--- src/dbt_pkg.sv ---
// Shared types, codes and constants of the blink table.
`default_nettype none

package dbt_pkg;

  localparam int NUM_ENTRIES_DEF = 8;
  localparam int ID_WIDTH_DEF    = 8;
  localparam int QUEUE_DEPTH     = 2;

  localparam logic [7:0] FOREVER_COUNT = 8'hFF;

  localparam logic [2:0] KIND_ADD    = 3'd0;
  localparam logic [2:0] KIND_FIND   = 3'd1;
  localparam logic [2:0] KIND_REMOVE = 3'd2;
  localparam logic [2:0] KIND_UPDATE = 3'd3;
  localparam logic [2:0] KIND_TICK   = 3'd4;

  typedef enum logic [2:0] {
    OP_ADD,
    OP_FIND,
    OP_REMOVE,
    OP_UPDATE,
    OP_TICK,
    OP_NONE
  } op_t;

  typedef struct packed {
    op_t        op;
    logic [7:0] scan;
    logic [7:0] cur;
    logic [7:0] alt;
    logic [7:0] count;
    logic [3:0] idx;
    logic       idx_ok;
  } cmd_t;

  typedef struct packed {
    logic       write_scan;
    logic [7:0] scan_slot;
    logic [7:0] vector;
    logic [3:0] entry;
    logic       hit;
    logic       last;
  } res_t;

  typedef struct packed {
    logic full;
    logic nonempty;
  } q_status_t;

endpackage

`default_nettype wire

--- src/dbt_front.sv ---
// Front end: takes command words and decodes them into queue entries.
`default_nettype none

module dbt_front #(
  parameter int NUM_ENTRIES = 8
) (
  input  wire logic              start,
  output logic                   busy,
  input  wire logic [2:0]        in_kind,
  input  wire logic [7:0]        in_scan_slot,
  input  wire logic [7:0]        in_current_vector,
  input  wire logic [7:0]        in_alt_vector,
  input  wire logic [7:0]        in_blink_count,
  input  wire logic [3:0]        in_entry_index,
  input  wire dbt_pkg::q_status_t q_status,
  output logic                   push,
  output dbt_pkg::cmd_t          cmd
);
  import dbt_pkg::*;

  assign busy = q_status.full;
  assign push = start && !q_status.full;

  always_comb begin
    cmd.scan   = in_scan_slot;
    cmd.cur    = in_current_vector;
    cmd.alt    = in_alt_vector;
    cmd.count  = in_blink_count;
    cmd.idx    = in_entry_index;
    cmd.idx_ok = (int'(in_entry_index) < NUM_ENTRIES);
    unique case (in_kind)
      KIND_ADD:    cmd.op = OP_ADD;
      KIND_FIND:   cmd.op = OP_FIND;
      KIND_REMOVE: cmd.op = OP_REMOVE;
      KIND_UPDATE: cmd.op = OP_UPDATE;
      KIND_TICK:   cmd.op = OP_TICK;
      default:     cmd.op = OP_NONE;
    endcase
  end

endmodule

`default_nettype wire

--- src/dbt_queue.sv ---
// Short command queue between the front end and the table engine.
`default_nettype none

module dbt_queue (
  input  wire logic               clk,
  input  wire logic               rst_n,
  input  wire logic               push,
  input  wire dbt_pkg::cmd_t      cmd_in,
  input  wire logic               pop,
  output dbt_pkg::q_status_t      q_status,
  output dbt_pkg::cmd_t           cmd_out
);
  import dbt_pkg::*;

  localparam int PTR_W = (QUEUE_DEPTH > 1) ? $clog2(QUEUE_DEPTH) : 1;
  localparam int CNT_W = $clog2(QUEUE_DEPTH + 1);

  cmd_t             mem [QUEUE_DEPTH];
  logic [PTR_W-1:0] wr_ptr_r, rd_ptr_r;
  logic [CNT_W-1:0] fill_r;

  assign q_status.full     = (fill_r == CNT_W'(QUEUE_DEPTH));
  assign q_status.nonempty = (fill_r != '0);
  assign cmd_out           = mem[rd_ptr_r];

  always_ff @(posedge clk) begin
    if (push) begin
      mem[wr_ptr_r] <= cmd_in;
    end
  end

  always_ff @(posedge clk) begin
    if (!rst_n) begin
      wr_ptr_r <= '0;
      rd_ptr_r <= '0;
      fill_r   <= '0;
    end else begin
      if (push) begin
        wr_ptr_r <= (wr_ptr_r == PTR_W'(QUEUE_DEPTH - 1)) ? '0 : wr_ptr_r + PTR_W'(1);
      end
      if (pop) begin
        rd_ptr_r <= (rd_ptr_r == PTR_W'(QUEUE_DEPTH - 1)) ? '0 : rd_ptr_r + PTR_W'(1);
      end
      if (push && !pop) begin
        fill_r <= fill_r + CNT_W'(1);
      end else if (pop && !push) begin
        fill_r <= fill_r - CNT_W'(1);
      end
    end
  end

endmodule

`default_nettype wire

--- src/dbt_back.sv ---
// Table engine: holds the blink entries and walks them for add, find and tick commands.
`default_nettype none

module dbt_back #(
  parameter int NUM_ENTRIES = 8,
  parameter int ID_WIDTH    = 8
) (
  input  wire logic          clk,
  input  wire logic          rst_n,
  input  wire logic          q_valid,
  input  wire dbt_pkg::cmd_t q_cmd,
  output logic               pop,
  output logic               res_valid,
  output dbt_pkg::res_t      res
);
  import dbt_pkg::*;

  localparam int IDX_W = (NUM_ENTRIES > 1) ? $clog2(NUM_ENTRIES) : 1;
  localparam logic [3:0] NONE_ENTRY = 4'(NUM_ENTRIES);

  typedef enum logic {ST_IDLE, ST_RUN} state_t;

  state_t                state_r;
  cmd_t                  cmd_r;
  logic [IDX_W-1:0]      ptr_r;
  logic                  res_valid_r;
  res_t                  res_r;

  logic [NUM_ENTRIES-1:0] valid_r;
  logic [NUM_ENTRIES-1:0] phase_r;
  logic [7:0]             scan_r   [NUM_ENTRIES];
  logic [ID_WIDTH-1:0]    vector_r [NUM_ENTRIES];
  logic [ID_WIDTH-1:0]    orig_r   [NUM_ENTRIES];
  logic [ID_WIDTH-1:0]    alt_r    [NUM_ENTRIES];
  logic [7:0]             count_r  [NUM_ENTRIES];

  logic [NUM_ENTRIES-1:0] above;
  logic                   higher;
  logic                   at_end;
  logic [7:0]             cnt_dec;
  logic [ID_WIDTH-1:0]    cur_id, alt_id;
  logic                   cur_valid;
  logic                   forever_cnt;

  function automatic res_t make_res(logic wr, logic [7:0] slot, logic [7:0] vec,
                                    logic [3:0] ent, logic hit, logic last);
    res_t r;
    r.write_scan = wr;
    r.scan_slot  = slot;
    r.vector     = vec;
    r.entry      = ent;
    r.hit        = hit;
    r.last       = last;
    return r;
  endfunction

  always_comb begin
    for (int i = 0; i < NUM_ENTRIES; i++) begin
      above[i] = (IDX_W'(i) > ptr_r);
    end
  end

  assign higher      = |(valid_r & above);
  assign at_end      = (ptr_r == IDX_W'(NUM_ENTRIES - 1));
  assign cur_valid   = valid_r[ptr_r];
  assign cnt_dec     = count_r[ptr_r] - 8'd1;
  assign forever_cnt = (count_r[ptr_r] == FOREVER_COUNT);
  assign cur_id      = ID_WIDTH'(cmd_r.cur);
  assign alt_id      = ID_WIDTH'(cmd_r.alt);

  assign pop       = (state_r == ST_IDLE) && q_valid;
  assign res_valid = res_valid_r;
  assign res       = res_r;

  always_ff @(posedge clk) begin
    if (!rst_n) begin
      state_r     <= ST_IDLE;
      ptr_r       <= '0;
      valid_r     <= '0;
      res_valid_r <= 1'b0;
    end else begin
      unique case (state_r)
        ST_IDLE: begin
          res_valid_r <= 1'b0;
          if (q_valid) begin
            cmd_r   <= q_cmd;
            state_r <= ST_RUN;
            if (q_cmd.op == OP_REMOVE || q_cmd.op == OP_UPDATE) begin
              ptr_r <= IDX_W'(q_cmd.idx);
            end else begin
              ptr_r <= '0;
            end
          end
        end
        ST_RUN: begin
          unique case (cmd_r.op)
            OP_ADD: begin
              if (!cur_valid) begin
                valid_r[ptr_r]  <= 1'b1;
                phase_r[ptr_r]  <= 1'b1;
                scan_r[ptr_r]   <= cmd_r.scan;
                vector_r[ptr_r] <= cur_id;
                orig_r[ptr_r]   <= cur_id;
                alt_r[ptr_r]    <= alt_id;
                count_r[ptr_r]  <= cmd_r.count;
                res_r           <= make_res(1'b0, 8'd0, 8'd0, 4'(ptr_r), 1'b1, 1'b1);
                res_valid_r     <= 1'b1;
                state_r         <= ST_IDLE;
              end else if (at_end) begin
                res_r       <= make_res(1'b0, 8'd0, 8'd0, NONE_ENTRY, 1'b0, 1'b1);
                res_valid_r <= 1'b1;
                state_r     <= ST_IDLE;
              end else begin
                res_valid_r <= 1'b0;
                ptr_r       <= ptr_r + IDX_W'(1);
              end
            end
            OP_FIND: begin
              if (cur_valid && scan_r[ptr_r] == cmd_r.scan && alt_r[ptr_r] == alt_id) begin
                res_r       <= make_res(1'b0, 8'd0, 8'd0, 4'(ptr_r), 1'b1, 1'b1);
                res_valid_r <= 1'b1;
                state_r     <= ST_IDLE;
              end else if (at_end) begin
                res_r       <= make_res(1'b0, 8'd0, 8'd0, NONE_ENTRY, 1'b0, 1'b1);
                res_valid_r <= 1'b1;
                state_r     <= ST_IDLE;
              end else begin
                res_valid_r <= 1'b0;
                ptr_r       <= ptr_r + IDX_W'(1);
              end
            end
            OP_REMOVE: begin
              if (cmd_r.idx_ok && cur_valid) begin
                valid_r[ptr_r] <= 1'b0;
                res_r          <= make_res(1'b1, scan_r[ptr_r], 8'(orig_r[ptr_r]),
                                           NONE_ENTRY, 1'b0, 1'b1);
              end else begin
                res_r <= make_res(1'b0, 8'd0, 8'd0, NONE_ENTRY, 1'b0, 1'b1);
              end
              res_valid_r <= 1'b1;
              state_r     <= ST_IDLE;
            end
            OP_UPDATE: begin
              if (cmd_r.idx_ok && cur_valid && scan_r[ptr_r] == cmd_r.scan) begin
                vector_r[ptr_r] <= cur_id;
                orig_r[ptr_r]   <= cur_id;
              end
              res_r       <= make_res(1'b0, 8'd0, 8'd0, NONE_ENTRY, 1'b0, 1'b1);
              res_valid_r <= 1'b1;
              state_r     <= ST_IDLE;
            end
            OP_TICK: begin
              if (cur_valid) begin
                if (!forever_cnt && cnt_dec == 8'd0) begin
                  valid_r[ptr_r] <= 1'b0;
                  res_r          <= make_res(1'b1, scan_r[ptr_r], 8'(orig_r[ptr_r]),
                                             NONE_ENTRY, 1'b0, 1'b1);
                  res_valid_r    <= 1'b1;
                  state_r        <= ST_IDLE;
                end else begin
                  if (!forever_cnt) begin
                    count_r[ptr_r] <= cnt_dec;
                  end
                  phase_r[ptr_r] <= ~phase_r[ptr_r];
                  res_r          <= make_res(1'b1, scan_r[ptr_r],
                                             phase_r[ptr_r] ? 8'(alt_r[ptr_r])
                                                            : 8'(vector_r[ptr_r]),
                                             NONE_ENTRY, 1'b0, !higher);
                  res_valid_r    <= 1'b1;
                  if (higher) begin
                    ptr_r <= ptr_r + IDX_W'(1);
                  end else begin
                    state_r <= ST_IDLE;
                  end
                end
              end else if (at_end) begin
                res_r       <= make_res(1'b0, 8'd0, 8'd0, NONE_ENTRY, 1'b0, 1'b1);
                res_valid_r <= 1'b1;
                state_r     <= ST_IDLE;
              end else begin
                res_valid_r <= 1'b0;
                ptr_r       <= ptr_r + IDX_W'(1);
              end
            end
            default: begin
              res_r       <= make_res(1'b0, 8'd0, 8'd0, 4'd0, 1'b0, 1'b1);
              res_valid_r <= 1'b1;
              state_r     <= ST_IDLE;
            end
          endcase
        end
        default: begin
          res_valid_r <= 1'b0;
          state_r     <= ST_IDLE;
        end
      endcase
    end
  end

endmodule

`default_nettype wire

--- src/display_blink_table.sv ---
// Top level of the blink table: front end, command queue and table engine.
//
//   channel   ports                      word moved when
//   input     start/busy, in_*           start high and busy low at a clock edge
//   result    out_valid, out_*           out_valid high, each word shown for one cycle
//
// A word waits up to two deep in the queue while the engine works.
// Add, find and tick walk the table one entry per cycle, using the single entry
// pointer; remove and update go straight to the given index, and unused kinds
// do not walk the table. Tick results leave at most one per cycle.
// Synchronous reset empties the table and the queue at once.
// Results cannot be held off; busy rises only when the queue is full.
`default_nettype none

module display_blink_table #(
  parameter int NUM_ENTRIES = dbt_pkg::NUM_ENTRIES_DEF,
  parameter int ID_WIDTH    = dbt_pkg::ID_WIDTH_DEF
) (
  input  wire logic       clk,
  input  wire logic       rst_n,
  input  wire logic       start,
  output logic            busy,
  input  wire logic [2:0] in_kind,
  input  wire logic [7:0] in_scan_slot,
  input  wire logic [7:0] in_current_vector,
  input  wire logic [7:0] in_alt_vector,
  input  wire logic [7:0] in_blink_count,
  input  wire logic [3:0] in_entry_index,
  output logic            out_valid,
  output logic            out_write_scan,
  output logic [7:0]      out_scan_slot,
  output logic [7:0]      out_vector,
  output logic [3:0]      out_entry,
  output logic            out_hit,
  output logic            out_last
);
  import dbt_pkg::*;

  q_status_t q_status;
  logic      push, pop;
  cmd_t      front_cmd, queue_cmd;
  res_t      res;

  dbt_front #(.NUM_ENTRIES(NUM_ENTRIES)) u_front (
    .start             (start),
    .busy              (busy),
    .in_kind           (in_kind),
    .in_scan_slot      (in_scan_slot),
    .in_current_vector (in_current_vector),
    .in_alt_vector     (in_alt_vector),
    .in_blink_count    (in_blink_count),
    .in_entry_index    (in_entry_index),
    .q_status          (q_status),
    .push              (push),
    .cmd               (front_cmd)
  );

  dbt_queue u_queue (
    .clk      (clk),
    .rst_n    (rst_n),
    .push     (push),
    .cmd_in   (front_cmd),
    .pop      (pop),
    .q_status (q_status),
    .cmd_out  (queue_cmd)
  );

  dbt_back #(.NUM_ENTRIES(NUM_ENTRIES), .ID_WIDTH(ID_WIDTH)) u_back (
    .clk       (clk),
    .rst_n     (rst_n),
    .q_valid   (q_status.nonempty),
    .q_cmd     (queue_cmd),
    .pop       (pop),
    .res_valid (out_valid),
    .res       (res)
  );

  assign out_write_scan = res.write_scan;
  assign out_scan_slot  = res.scan_slot;
  assign out_vector     = res.vector;
  assign out_entry      = res.entry;
  assign out_hit        = res.hit;
  assign out_last       = res.last;

endmodule

`default_nettype wire

--- config.mk ---
export PLATFORM = sky130hd
export DESIGN_NAME = display_blink_table
export DESIGN_NICKNAME = d
export VERILOG_FILES = /design/src/dbt_pkg.sv /design/src/dbt_front.sv /design/src/dbt_queue.sv /design/src/dbt_back.sv /design/src/display_blink_table.sv
export SDC_FILE = /design/constraint.sdc
export NUM_CORES = 1
export LEC_CHECK = 0
export BUFFER_PORTS_ARGS = -buffer_cell sky130_fd_sc_hd__buf_2
export CORE_MARGIN = 1
export CORE_UTILIZATION = 40
export DETAILED_ROUTE_END_ITERATION = 10
export SETUP_SLACK_MARGIN = 0.3
export SYNTH_ARGS = -nofsm -noshare
export SYNTH_HDL_FRONTEND = slang
export SYNTH_SLANG_ARGS = --single-unit
--- constraint.sdc ---
create_clock -name clk -period 3.38 [get_ports clk]
set_input_delay 0.169 -clock clk [delete_from_list [all_inputs] [get_ports clk]]
set_output_delay 0.169 -clock clk [all_outputs]
set_load 0.005 [all_outputs]
==> Yosys cells after proc, flatten, opt, wreduce, memory -nomap -nowiden <==
Memory sizes are Yosys's and may differ from the RTL's. A register that Yosys moved wholly into a read port is not among the register bits.
Index checks and enable logic that the tools add are counted.
{ "totals": {"regBits": 84, "ramBits": 400, "inputBits": 42, "word_cells": 196, "mem_count": 6} }
{ "classes": {"n_addsub": 6, "order_cmp": 11, "eq_ne": 26, "mux": 88, "n_bitwise": 10, "reduce_logical": 29} }
{ "mem_list": {"columns": ["memory", "words", "word_bits", "read_ports", "rd_clocked_by_memory_dff", "write_ports", "line_no", "rtl"], "rows": [
  ["u_queue.mem", 2, 40, 1, 1, 1, "dbt_queue.sv:18", "cmd_t mem [QUEUE_DEPTH];"],
  ["u_back.alt_r", 8, 8, 1, 1, 1, "dbt_back.sv:34", "logic [ID_WIDTH-1:0] alt_r [NUM_ENTRIES];"],
  ["u_back.count_r", 8, 8, 1, 1, 1, "dbt_back.sv:35", "logic [7:0] count_r [NUM_ENTRIES];"],
  ["u_back.orig_r", 8, 8, 1, 1, 1, "dbt_back.sv:33", "logic [ID_WIDTH-1:0] orig_r [NUM_ENTRIES];"],
  ["u_back.scan_r", 8, 8, 1, 1, 1, "dbt_back.sv:31", "logic [7:0] scan_r [NUM_ENTRIES];"],
  ["u_back.vector_r", 8, 8, 1, 1, 1, "dbt_back.sv:32", "logic [ID_WIDTH-1:0] vector_r [NUM_ENTRIES];"]
]} }
{ "ops": {"columns": ["cell", "count"], "rows": [
  ["$mux W23", 5],
  ["$pmux W23 S5", 1],
  ["$mux W8", 11],
  ["$mux W3", 18],
  ["$mux W1", 37],
  ["$pmux W8 S3", 1],
  ["$eq A3 B2 Y1 const B", 6],
  ["$reduce_and A6 Y1", 3],
  ["$and A8 B8 Y8", 2],
  ["$eq A8 B8 Y1", 2],
  ["$or A8 B8 Y8", 2],
  ["$pmux W8 S2", 1],
  ["$pmux W3 S5", 1],
  ["$mux W14", 1],
  ["$gt A3 B3 Y1 const A", 4],
  ["$ne A4 B4 Y1 const B", 3],
  ["$logic_and A1 B1 Y1", 10],
  ["$eq A3 B3 Y1 const B", 3],
  ["$pmux W3 S3", 1],
  ["$bwmux W8", 1],
  ["$eq A8 B8 Y1 const B", 1],
  ["$logic_not A8 Y1", 1],
  ["$ne A2 B1 Y1 const B", 4],
  ["$not A8 Y8", 1],
  ["30 further kinds", 50]
]} }

==> Depth between registers and ports, before layout <==
{ "depth": {"word_depth": 10, "depth_mapped": 15} }

==> Hierarchy <==
Synthesis repeated with hierarchy kept, for this count alone.
{ "unflattened": {"hier_cells": 1005, "hier_area_um2": 17509.3} }
{ "by_module_without_submodules": {"columns": ["module", "n_inst", "cells_per_inst", "area_per_inst_um2"], "rows": [
  ["dbt_back", 1, 817, 14109.8],
  ["dbt_queue", 1, 146, 3094.2],
  ["dbt_front", 1, 42, 305.3]
]} }

==> Worst setup path before layout <==
Ideal clock, no wire load.
{ "synth_path": {"path_type": "reg-to-reg", "start": "reg with a tool-made name", "end": "mem u_back.count_r[5][0] (enable)", "setup_time_ps": 339, "arrival_time_ps": 3233, "setup_slack_ps": -191, "path_stages_with_launch": 14, "path_buffers": 3, "period_less_slack_ps": 3571, "cell_sequence": "dfxtp_1 buf_6 mux4_2 mux2i_2 ha_1 clkbuf_1 a21oi_1 o211ai_1 o311ai_1 nand2_2 nor4b_4 nor2b_1 buf_2 nor2_2"} }
{ "synth_rtl": {"columns": ["item", "line_no"], "rows": [
  ["to (decl)", "dbt_back.sv:35"]
]} }

==> flow_summary.json <==
{
  "p_clk_frac": 0.314,
  "synth_ff_type": "edfxtp_1",
  "p_int_uw": 10900,
  "syn_inst": 973,
  "postSynth.asyncResetShare": 0,
  "outcome": "complete, no violations",
  "grt_start_max_net_pins": 41,
  "drt_wl_total_mm": 38.3,
  "die-area_um2": 43900,
  "avgSynthCellArea_um2": 17.7,
  "cts_max_level": 2,
  "post-dp-hpwl_mm": 23.8,
  "final-setup-viol-count": 0,
  "p_leak_uw": 0.00709,
  "yosysTopAreaCell": "edfxtp_1",
  "holdCritStartpoint": "rst_n",
  "syn-cell-area_um2": 17200,
  "post-route-period-util": 0.962,
  "yosysMostFrequentCell": "edfxtp_1",
  "dieHeight_um": 209,
  "grt-ovfl-total": 0,
  "pin_count": 67,
  "synth_area_leaders": "edfxtp_1 (70%), mux4_2 (7.1%), mux2i_1 (2.9%)",
  "post-route-drc-count": 0,
  "crit_path_max_fanout": 6,
  "vdd_ir_drop_max_uv": 452,
  "initial_core_util": 0.407,
  "p_sw_uw": 4150,
  "start_kind": "flop",
  "clock-sinks": 422,
  "finalCriticalPeriod_ps": 3250,
  "rows": 75,
  "synth_nets": 1023,
  "rrSetupSlack_ps": 130,
  "core_area_um2": 42200,
  "vias": 9485,
  "synth-edff-count": 401,
  "die_w_um": 209,
  "worst-setup-path-type": "reg -> reg",
  "syn_to_final_growth_pct": 24.3,
  "gp_congestion": 0.890,
  "place_inst": 1606,
  "drv_cap": 0,
  "pwr-share-comb": 0.232,
  "grt_pass1_vias": 9597,
  "synthTopCellsByCount": "edfxtp_1 (401), nor2_1 (59), mux4_2 (54), mux2i_1 (50)",
  "report.final.slew_viol_count": 0,
  "worst_skew_pair.late_latency_ps": 560,
  "numPortBuffers": 66,
  "path_clk_slew_ps": 60,
  "first_iter_violations": 762,
  "worst_slew_pin_slew_ps": 1010,
  "diodes": 0,
  "power.share.switching": 0.276,
  "cts_buffers": 43,
  "grt_usage": 0.175,
  "synth_cell_type_count": 65,
  "cp.required_ps": 3830,
  "reg2reg_depth": 14,
  "powerDensity_nw_per_um2": 704,
  "worstHoldPathType": "in -> reg",
  "postRouteAntennaNets": 0,
  "antenna_found_initial": 0,
  "ys_seq_area_frac": 0.724,
  "synth-seq-cells": 422,
  "seqPwrFrac": 0.454,
  "clockRootBuffer": "clkbuf_16",
  "whs_path_depth": 3,
  "cts_tree": "done",
  "drive_above_1_share": 0.349,
  "finalHoldViolCount": 0,
  "finalNetCount": 1246,
  "clock_skew_ps": 17.7,
  "viasPerCell": 5.37,
  "slew_headroom": 0.323,
  "instances_no_fill": 1767,
  "final_area_um2": 21400,
  "wl_per_cell_um": 21.7,
  "critPathCaptureType": "flop",
  "place_area_um2": 18700,
  "grt_pass1_wl_mm": 57.4,
  "drt_pass1_iterations": 6,
  "rsz0062_at_grt": "yes",
  "fmax_ghz": 0.308,
  "synth_top_area_frac": 0.700,
  "cts.path.max_buffers": 3,
  "yosysWarningCount": 0,
  "arrival_ps": 3700
}
## metrics by stage
stage,worst slack (ps),TNS (ps),total power [uW],hold WS [ps],utilization
2_1_floorplan,16.6,0,8850,268,-
3_3_place_gp,19.7,0,9850,358,0.443
3_5_place_dp,-1.18,-4.90,9900,360,0.443
4_1_cts,168,0,15000,22.1,0.498
5_1_grt,8.24,0,15700,92.3,0.506
6_report,130,0,15100,62.4,0.506
## state kept, by name (all words and copies together), names as in the netlist, named ones only
signal            count
u_queue.mem          78
u_back.alt_r         64
u_back.count_r       64
u_back.scan_r        64
u_back.orig_r        48
u_back.res           23
u_back.cmd_r         20
u_back.vector_r      16
u_back.alt_id         8
u_back.cur_id         8
u_back.phase_r        8
u_back.ptr_r          3
u_queue.fill_r        2
u_back.res_valid      1
u_back.state_r        1
u_queue.rd_ptr_r      1
u_queue.wr_ptr_r      1
## logic make-up after synthesis
| kind of cell | after synthesis | synth area share |
|---|---|---|
| AOI/OAI and AO/OA | 123 | 0.0483 |
| xor gates and xnor gates | 22 | 0.0112 |
| adders and majority gates | 8 | 0.00582 |
| buffers and inverters | 58 | 0.0182 |
| DFF | 422 | 0.724 |
| muxes | 158 | 0.139 |
| and+or+nand+nor | 182 | 0.0538 |
## per-layer routing
| layer | GRT usage | vias to the layer above | routed length [um] |
|---|---|---|---|
| li1 | - | 4317 | - |
| met4 | 0.0543 | 0 | 843 |
| met3 | 0.0290 | 57 | 1820 |
| met1 | 0.238 | 4867 | 16900 |
| met5 | 0 | - | 0 |
| met2 | 0.290 | 244 | 18700 |
## final cells by class
class,count,area [um2]
Fill cell,3465,20800
Sequential cell,422,12500
Multi-Input combinational cell,494,4860
Timing Repair Buffer,220,1930
Clock buffer,53,1110
Tap cell,539,674
Clock inverter,24,282
Inverter,15,56.3
## placed cells by master (no fill, tap or decap), drive strengths merged, types with 4 or more instances in the layout
cell type / instances
nor3: 8
bufinv: 6
a21oi: 25
mux2i: 56
dfxtp: 21
nor4: 4
o22ai: 11
nand3: 19
o211ai: 9
dlygate4sd3: 40
xor2: 15
a22oi: 9
o31ai: 6
nor2: 68
nor2b: 11
o21ai: 24
buf: 178
xnor2: 7
a221o: 8
inv: 17
mux2: 48
a22o: 5
nand2b: 4
nand2: 43
nand3b: 6
clkinv: 16
ha: 8
clkbuf: 54
edfxtp: 401
mux4: 54
a21o: 6
## timing repair
item,CTS,global route
hold endpoints to repair,78,0
gates cloned,1,2
pin swaps,16,25
setup endpoints to repair,237,237
resized for setup,41,44
buffers inserted,25,16
hold buffers,40,0
## worst max-delay path by stage
stage                                          end  slack, ps
floorplan           u_back.count_r[3][0]$_DFFE_PP_         20
global route                                  flop          8
detailed placement    u_back.res[11]$_SDFFCE_PN0P_         -1
finish                                        flop        130
global placement       u_back.res[8]$_SDFFCE_PN0P_         20
CTS                  u_back.orig_r[3][0]$_DFFE_PP_        170
## worst max-delay path: stages, from the launching register on
cell and delay (ps):
dfxtp_4 370, buf_12 120, buf_12 130, mux4_2 520
mux2i_2 220, xor2_1 180, nand4_1 210, nor4_4 290
buf_6 170, buf_6 100, nand4_1 180, o21ai_2 220
o21a_1 190, o31ai_1 90, buf_4 150
## power groups by stage
stage	Combinational (uW)	Sequential (uW)	Clock (uW)
final	3490	6830	4730
after global routing	3760	6890	5020
after CTS	3290	6830	4840
after detailed placement	2940	6960	0
after global placement	2900	6940	0
after floorplan	2130	6720	0
Power figures use the tool's default switching activity.
